[src/sv/mcvp_pkg.sv]
`default_nettype none

package mcvp_pkg;

   localparam logic [7:0] ST_NOTE_OFF = 8'h80;
   localparam logic [7:0] ST_NOTE_ON  = 8'h90;
   localparam logic [7:0] ST_CC       = 8'hB0;
   localparam logic [7:0] ST_PROGRAM  = 8'hC0;
   localparam logic [7:0] ST_BEND     = 8'hE0;
   localparam logic [7:0] ST_IDLE     = 8'h00;

   localparam logic [4:0] REALTIME_PREFIX = 5'h1F;

   localparam int unsigned CSR_INDEX_W = 2;
   localparam int unsigned CSR_DATA_W  = 4;

   localparam logic [CSR_INDEX_W-1:0] CSR_MIDI_CHANNEL = 2'd0;
   localparam logic [CSR_INDEX_W-1:0] CSR_LEGATO_MODE  = 2'd1;

   localparam logic FUNC_BYTE  = 1'b0;
   localparam logic FUNC_CLEAR = 1'b1;

   typedef struct packed {
      logic [3:0] midi_channel;
      logic       legato_mode;
   } cfg_type;

   typedef struct packed {
      logic [7:0]  status_code;
      logic [3:0]  status_channel;
      logic        fresh_status;
      logic        second_byte_phase;
      logic [6:0]  first_data_byte;
      logic [7:0]  note_count;
      logic [6:0]  active_note_key;
      logic [6:0]  active_note_velocity;
      logic [13:0] bend_register;
      logic [6:0]  program_register;
      logic        trigger_flag;
      logic        stop_flag;
   } state_type;

   typedef struct packed {
      logic        note_triggered;
      logic        note_stopped;
      logic [6:0]  current_key;
      logic [6:0]  current_velocity;
      logic [13:0] bend_value;
      logic [6:0]  program_number;
      logic        cc_event;
      logic [6:0]  cc_number;
      logic [6:0]  cc_value;
      logic [7:0]  held_notes;
   } result_type;

endpackage

`default_nettype wire

[src/sv/mcvp_decode.sv]
`default_nettype none

module mcvp_decode (
   input  wire mcvp_pkg::cfg_type    cfg,
   input  wire mcvp_pkg::state_type  cur,
   input  wire logic                 func,
   input  wire logic [7:0]           midi_byte,
   output mcvp_pkg::state_type       nxt,
   output mcvp_pkg::result_type      res
);

   logic       phase;
   logic [6:0] d;
   logic [7:0] count_inc;
   logic [7:0] count_dec;
   logic       cc_ev;
   logic [6:0] cc_num;
   logic [6:0] cc_val;

   assign phase     = cur.second_byte_phase & ~cur.fresh_status;
   assign d         = midi_byte[6:0];
   assign count_inc = cur.note_count + 8'd1;
   assign count_dec = cur.note_count - 8'd1;

   always_comb begin
      nxt    = cur;
      cc_ev  = 1'b0;
      cc_num = 7'd0;
      cc_val = 7'd0;
      priority if (func == mcvp_pkg::FUNC_CLEAR) begin
         nxt.trigger_flag = 1'b0;
         nxt.stop_flag    = 1'b0;
      end else if (midi_byte[7:3] == mcvp_pkg::REALTIME_PREFIX) begin
         nxt.status_code  = midi_byte;
         nxt.fresh_status = 1'b1;
      end else if (midi_byte[7]) begin
         nxt.status_code    = {midi_byte[7:4], 4'h0};
         nxt.status_channel = midi_byte[3:0];
         nxt.fresh_status   = 1'b1;
      end else if (cur.status_channel == cfg.midi_channel) begin
         unique case (cur.status_code)
            mcvp_pkg::ST_NOTE_ON: begin
               nxt.fresh_status = 1'b0;
               if (!phase) begin
                  nxt.first_data_byte   = d;
                  nxt.second_byte_phase = 1'b1;
               end else begin
                  nxt.second_byte_phase = 1'b0;
                  if (d == 7'd0) begin
                     nxt.note_count = count_dec;
                     if (cur.active_note_key == cur.first_data_byte &&
                         (!cfg.legato_mode || count_dec == 8'd0)) begin
                        nxt.stop_flag = 1'b1;
                     end
                  end else begin
                     nxt.note_count = count_inc;
                     if (!cfg.legato_mode || count_inc == 8'd1) begin
                        nxt.trigger_flag = 1'b1;
                     end
                     nxt.active_note_velocity = d;
                     nxt.active_note_key      = cur.first_data_byte;
                  end
               end
            end
            mcvp_pkg::ST_NOTE_OFF: begin
               nxt.fresh_status = 1'b0;
               if (!phase) begin
                  nxt.first_data_byte   = d;
                  nxt.second_byte_phase = 1'b1;
               end else begin
                  nxt.second_byte_phase = 1'b0;
                  nxt.note_count        = count_dec;
                  if (cur.active_note_key == cur.first_data_byte) begin
                     if (!cfg.legato_mode || count_dec == 8'd0) begin
                        nxt.stop_flag = 1'b1;
                     end
                  end else if (cfg.legato_mode && count_dec == 8'd0) begin
                     nxt.stop_flag = 1'b1;
                  end
               end
            end
            mcvp_pkg::ST_BEND: begin
               nxt.fresh_status = 1'b0;
               if (!phase) begin
                  nxt.bend_register     = {7'd0, d};
                  nxt.second_byte_phase = 1'b1;
               end else begin
                  nxt.bend_register     = {d, cur.bend_register[6:0]};
                  nxt.second_byte_phase = 1'b0;
               end
            end
            mcvp_pkg::ST_CC: begin
               nxt.fresh_status = 1'b0;
               if (!phase) begin
                  nxt.first_data_byte   = d;
                  nxt.second_byte_phase = 1'b1;
               end else begin
                  nxt.second_byte_phase = 1'b0;
                  cc_ev  = 1'b1;
                  cc_num = cur.first_data_byte;
                  cc_val = d;
               end
            end
            mcvp_pkg::ST_PROGRAM: begin
               nxt.fresh_status     = 1'b0;
               nxt.program_register = d;
            end
            default: begin
               nxt = cur;
            end
         endcase
      end
   end

   always_comb begin
      res.note_triggered   = nxt.trigger_flag;
      res.note_stopped     = nxt.stop_flag;
      res.current_key      = nxt.active_note_key;
      res.current_velocity = nxt.active_note_velocity;
      res.bend_value       = nxt.bend_register;
      res.program_number   = nxt.program_register;
      res.cc_event         = cc_ev;
      res.cc_number        = cc_num;
      res.cc_value         = cc_val;
      res.held_notes       = nxt.note_count;
   end

endmodule

`default_nettype wire

[src/sv/midi_channel_voice_parser_top.sv]
// a result is registered when its request beat is accepted
// throughput: one byte or clear command per cycle while req_stall is low
// a two-entry output buffer parks one result in its skid entry while rsp_stall holds
// reset (synchronous, active high) clears all parser state, config and output valids
// idle status is zero and no data byte acts on it
`default_nettype none

module midi_channel_voice_parser_top (
   input  wire logic                             clock,
   input  wire logic                             reset,
   input  wire logic                             req_valid,
   output logic                                  req_stall,
   input  wire logic                             req_func,
   input  wire logic [7:0]                       req_midi_byte,
   output logic                                  rsp_valid,
   input  wire logic                             rsp_stall,
   output logic                                  rsp_note_triggered,
   output logic                                  rsp_note_stopped,
   output logic [6:0]                            rsp_current_key,
   output logic [6:0]                            rsp_current_velocity,
   output logic [13:0]                           rsp_bend_value,
   output logic [6:0]                            rsp_program_number,
   output logic                                  rsp_cc_event,
   output logic [6:0]                            rsp_cc_number,
   output logic [6:0]                            rsp_cc_value,
   output logic [7:0]                            rsp_held_notes,
   input  wire logic                             csr_valid,
   output logic                                  csr_ready,
   input  wire logic [mcvp_pkg::CSR_INDEX_W-1:0] csr_index,
   input  wire logic [mcvp_pkg::CSR_DATA_W-1:0]  csr_data
);

   mcvp_pkg::cfg_type    cfg_ff;
   mcvp_pkg::cfg_type    cfg_in;
   mcvp_pkg::state_type  state_ff;
   mcvp_pkg::state_type  state_next;
   mcvp_pkg::state_type  state_in;
   mcvp_pkg::result_type res_new;
   mcvp_pkg::result_type out_ff;
   mcvp_pkg::result_type out_in;
   mcvp_pkg::result_type skid_ff;
   mcvp_pkg::result_type skid_in;
   logic                 out_valid_ff;
   logic                 out_valid_in;
   logic                 skid_valid_ff;
   logic                 skid_valid_in;
   logic                 req_accept;
   logic                 out_take;

   assign csr_ready  = 1'b1;
   assign req_stall  = skid_valid_ff;
   assign req_accept = req_valid & ~skid_valid_ff;
   assign out_take   = out_valid_ff & ~rsp_stall;

   mcvp_decode u_decode (
      .cfg       (cfg_ff),
      .cur       (state_ff),
      .func      (req_func),
      .midi_byte (req_midi_byte),
      .nxt       (state_next),
      .res       (res_new)
   );

   always_comb begin
      cfg_in = cfg_ff;
      if (csr_valid && csr_ready) begin
         unique case (csr_index)
            mcvp_pkg::CSR_MIDI_CHANNEL: cfg_in.midi_channel = csr_data[3:0];
            mcvp_pkg::CSR_LEGATO_MODE:  cfg_in.legato_mode  = csr_data[0];
            default:                    cfg_in = cfg_ff;
         endcase
      end
   end

   assign state_in = req_accept ? state_next : state_ff;

   always_comb begin
      out_in        = out_ff;
      out_valid_in  = out_valid_ff;
      skid_in       = skid_ff;
      skid_valid_in = skid_valid_ff;
      if (skid_valid_ff) begin
         if (out_take) begin
            out_in        = skid_ff;
            skid_valid_in = 1'b0;
         end
      end else if (req_accept) begin
         if (!out_valid_ff || out_take) begin
            out_in       = res_new;
            out_valid_in = 1'b1;
         end else begin
            skid_in       = res_new;
            skid_valid_in = 1'b1;
         end
      end else if (out_take) begin
         out_valid_in = 1'b0;
      end
   end

   always_ff @(posedge clock) begin
      if (reset) begin
         cfg_ff        <= '0;
         state_ff      <= '0;
         out_valid_ff  <= 1'b0;
         skid_valid_ff <= 1'b0;
      end else begin
         cfg_ff        <= cfg_in;
         state_ff      <= state_in;
         out_valid_ff  <= out_valid_in;
         skid_valid_ff <= skid_valid_in;
      end
   end

   always_ff @(posedge clock) begin
      out_ff  <= out_in;
      skid_ff <= skid_in;
   end

   assign rsp_valid            = out_valid_ff;
   assign rsp_note_triggered   = out_ff.note_triggered;
   assign rsp_note_stopped     = out_ff.note_stopped;
   assign rsp_current_key      = out_ff.current_key;
   assign rsp_current_velocity = out_ff.current_velocity;
   assign rsp_bend_value       = out_ff.bend_value;
   assign rsp_program_number   = out_ff.program_number;
   assign rsp_cc_event         = out_ff.cc_event;
   assign rsp_cc_number        = out_ff.cc_number;
   assign rsp_cc_value         = out_ff.cc_value;
   assign rsp_held_notes       = out_ff.held_notes;

   // skid entry only exists behind a waiting output beat
   a_skid_behind_out: assert property (@(posedge clock) disable iff (reset)
      skid_valid_ff |-> out_valid_ff)
      else $error("skid entry without output beat");

   // skid fills only when the output beat was stalled
   a_skid_fill: assert property (@(posedge clock) disable iff (reset)
      $rose(skid_valid_ff) |-> $past(out_valid_ff && rsp_stall))
      else $error("skid filled while output was free");

   // parser state moves only on an accepted request beat
   a_state_hold: assert property (@(posedge clock) disable iff (reset)
      !req_accept |=> $stable(state_ff))
      else $error("parser state changed without a request beat");

endmodule

`default_nettype wire
[config.mk]
export PLATFORM = sky130hd
export DESIGN_NAME = midi_channel_voice_parser_top
export DESIGN_NICKNAME = d
export VERILOG_FILES = /design/src/sv/mcvp_pkg.sv /design/src/sv/mcvp_decode.sv /design/src/sv/midi_channel_voice_parser_top.sv
export SDC_FILE = /design/constraint.sdc
export NUM_CORES = 1
export LEC_CHECK = 0
export BUFFER_PORTS_ARGS = -buffer_cell sky130_fd_sc_hd__buf_2
export CORE_UTILIZATION = 40
export DETAILED_ROUTE_END_ITERATION = 8
export PLACE_DENSITY = 0.65
export SLEW_MARGIN = 20
export SYNTH_ARGS = -nofsm -noshare
export SYNTH_HDL_FRONTEND = slang
export SYNTH_SLANG_ARGS = --single-unit
[constraint.sdc]
create_clock -name clock -period 4.3 [get_ports clock]
set_input_delay 0.86 -clock clock [delete_from_list [all_inputs] [get_ports clock]]
set_output_delay 0.86 -clock clock [all_outputs]
set_load 0.01 [all_outputs]
==> results.tsv <==
metric	value	unit
max cap viols	0	
Post-synth top cells	120 x edfxtp_1, 88 x mux2_2, 73 x dfxtp_1	
CTS tree	yes	
Mapped Cells	667	
Clock transition at path regs	0.07	ns
Max Clock Freq	345	MHz
fin. max-slew vios	0	
clk_lat worst skew	0.44	ns
status	finished clean	
met2 Usage GRT	0.282	
Post-Syn Area	8490	um^2
nets@finish	750	
critical path class	register to register	
sequential area share after synthesis	0.597	
area delta synth->final	14.4	%
Overflow after GRT	0	
Syn Area/Cell	12.7	um^2
Die Area	21800	um^2
Final setup viols	0	
Post-CTS Hold Fix Bufs	0	
Syn Nets	690	
Port Buffer Count	81	
slew at the pin closest to its max-slew limit	0.937	ns
first-pass GRT wire length	28500	um
dpl hpwl	11900	um
Power Density	396	nW/um^2
ys async rst share	0	
Root Driver	clkbuf_16	
Core Region	20500	um^2
Ports	83	
GP Congestion	0.891	
#FFs+latches synth	193	
number of global-route vias before repair	5296	
Arr. time, crit path	3.09	ns
drt drc	0	
post-route ant nets	0	
Leak	3.86	nW
Post-synth top flop	edfxtp_1	
met1 Use GR	0.220	
Post-synth EDFFs	120	
synth warn	0	
post-CTS sizing	0	
initial core utilization	0.414	
antenna violations before repair	1	
met3 usage in global routing	0.0321	
Max clock buf depth	2	
layout cell share with drive strength beyond 1	0.304	
final wirelength	17700	um
hold slack	0.457	ns
Tightest Hold Check Type	register to register	
cell taking the most area after synthesis	edfxtp_1	
minimum clock period	2.90	ns
Yosys cell types	56	
GR peak layer	met2	
Crit. End Element	register	
Die Ht	148	um
FP Rows	52	
Tcrit/Tclk final	0.674	
DIE WIDTH	148	um
Slew HR	0.375	
VDD IR max	0.226	mV
vias per cell	5.26	
RSZ-0062 raised after global routing	false	
CTS Buf Count	17	
largest net degree at the start of global routing	39	
critical-path maximum fanout	22	
starting DRC count in detailed routing	386	
most frequent cell after synthesis	edfxtp_1	
ranking of synthesized cells by area	edfxtp_1 42%, dfxtp_1 17%, mux2_2 12%, mux2i_1 4.5%, nor2_1 2.7%	
total clock sinks	193	
Final Hold Fails	0	
Setup TNS Final	0	ns
Worst setup SP type	register	
worst r2r src	state_ff[56]$_SDFFE_PP0P_	
drt wl/cell	17.6	um
Final Skew	0.00933	ns
drt pass-1 iters	5	
power consumption	3.85	mW
worst endpoint required time	4.49	ns
CP startpoint	state_ff[56]$_SDFFE_PP0P_	
hold_sp	state_ff[3]$_SDFFE_PP0P_	
setup bufs post-CTS	0	
Synth top area share	0.424	
via total after detailed routing	5322	
GRT Total Usage	0.170	
CTS HTree Levels	4	
final timing paths:
path	endpoint	slack, ns	cells past startpoint
worst max-delay path	rsp_current_key[4]$_DFFE_PP_	1.40	6
worst min-delay path	state_ff[3]$_SDFFE_PP0P_	0.46	2
worst max register to register	rsp_current_key[4]$_DFFE_PP_	1.40	6
worst min register to register	state_ff[3]$_SDFFE_PP0P_	0.46	2
cell usage in the layout (no fill, tap or decap), drive strengths merged, types with 2 or more instances in the layout:
| master | count |
|---|---|
| edfxtp | 120 |
| mux2 | 89 |
| buf | 87 |
| dfxtp | 73 |
| nor2 | 65 |
| mux2i | 38 |
| nand2 | 34 |
| a21oi | 26 |
| and2 | 22 |
| clkbuf | 19 |
| xor2 | 16 |
| inv | 16 |
| a22o | 15 |
| xnor2 | 13 |
| nand3 | 12 |
| nor3 | 12 |
| nor4 | 10 |
| clkinv | 7 |
| o21ai | 6 |
| nor2b | 5 |
| nand2b | 4 |
| a211oi | 4 |
| a22oi | 4 |
| or2 | 4 |
| o41ai | 4 |
| nand4 | 4 |
| or3 | 3 |
| ha | 3 |
| or4 | 3 |
| and3 | 3 |
| nor3b | 3 |
| nand4b | 2 |
| a31oi | 2 |
| and4 | 2 |
per-stage QoR:
step / std cells / util / setup WS [ns] / instance area [um^2]
after CTS: 1010 / 0.474 / 1.40 / 9710
final: 1011 / 0.474 / 1.40 / 9710
after global routing: 1010 / 0.474 / 1.27 / 9710
after floorplan: 667 / - / 1.06 / 8490
after detailed placement: 978 / 0.445 / 1.12 / 9120
after global placement: 978 / 0.445 / 1.15 / 9120
logic make-up after synthesis:
kind of cell / synth area share
multiplexers: 0.163
flip-flops: 0.597
AND/OR/NAND/NOR: 0.124
other: 0.000442
XOR/XNOR: 0.0299
buffers and inverters: 0.0289
adder cells (fa/ha/maj): 0.00442
AO/OA/AOI/OAI: 0.0528
critical path, stage by stage, from the launching register on:
cell and delay [ns]:
dfxtp_1 0.34, xor2_1 0.19, nor4_4 0.53, nand4_4 0.44, nor2_2 0.47, mux2_2 0.41
mux2_2 0.26
layer usage:
| layer | up-vias | wire length (um) |
|---|---|---|
| met4 | 2 | 295 |
| met2 | 143 | 8490 |
| met1 | 2621 | 8210 |
| li1 | 2532 | - |
| met3 | 24 | 745 |
| met5 | - | 10 |
flip-flops by register name (all words and copies together) (netlist names):
name / count
rsp_current_key: 7
rsp_cc_number: 7
rsp_cc_value: 7
rsp_cc_event: 1
rsp_current_velocity: 7
rsp_program_number: 7
rsp_note_stopped: 1
rsp_bend_value: 14
rsp_note_triggered: 1
req_stall: 1
rsp_held_notes: 8
state_ff: 66
cfg_ff: 5
rsp_valid: 1
skid_ff: 60
area by class of cell:
type,count,area (um^2)
clock inverter,13,151
clock buffer,19,443
inverter,12,45.0
tap,270,338
sequential,193,5070
timing repair buffer,87,475
fill,1821,10800
antenna,1,2.50
multi-input combinational,416,3190
report_power, final:
| part | switching [mW] | total (mW) | internal [mW] | leakage (nW) |
|---|---|---|---|---|
| logic | 0.143 | 0.222 | 0.0795 | 1.79 |
| clock network | 0.741 | 1.58 | 0.839 | 0.287 |
| registers | 0.0262 | 2.05 | 2.02 | 1.78 |
(Power assumes the default switching activity.)
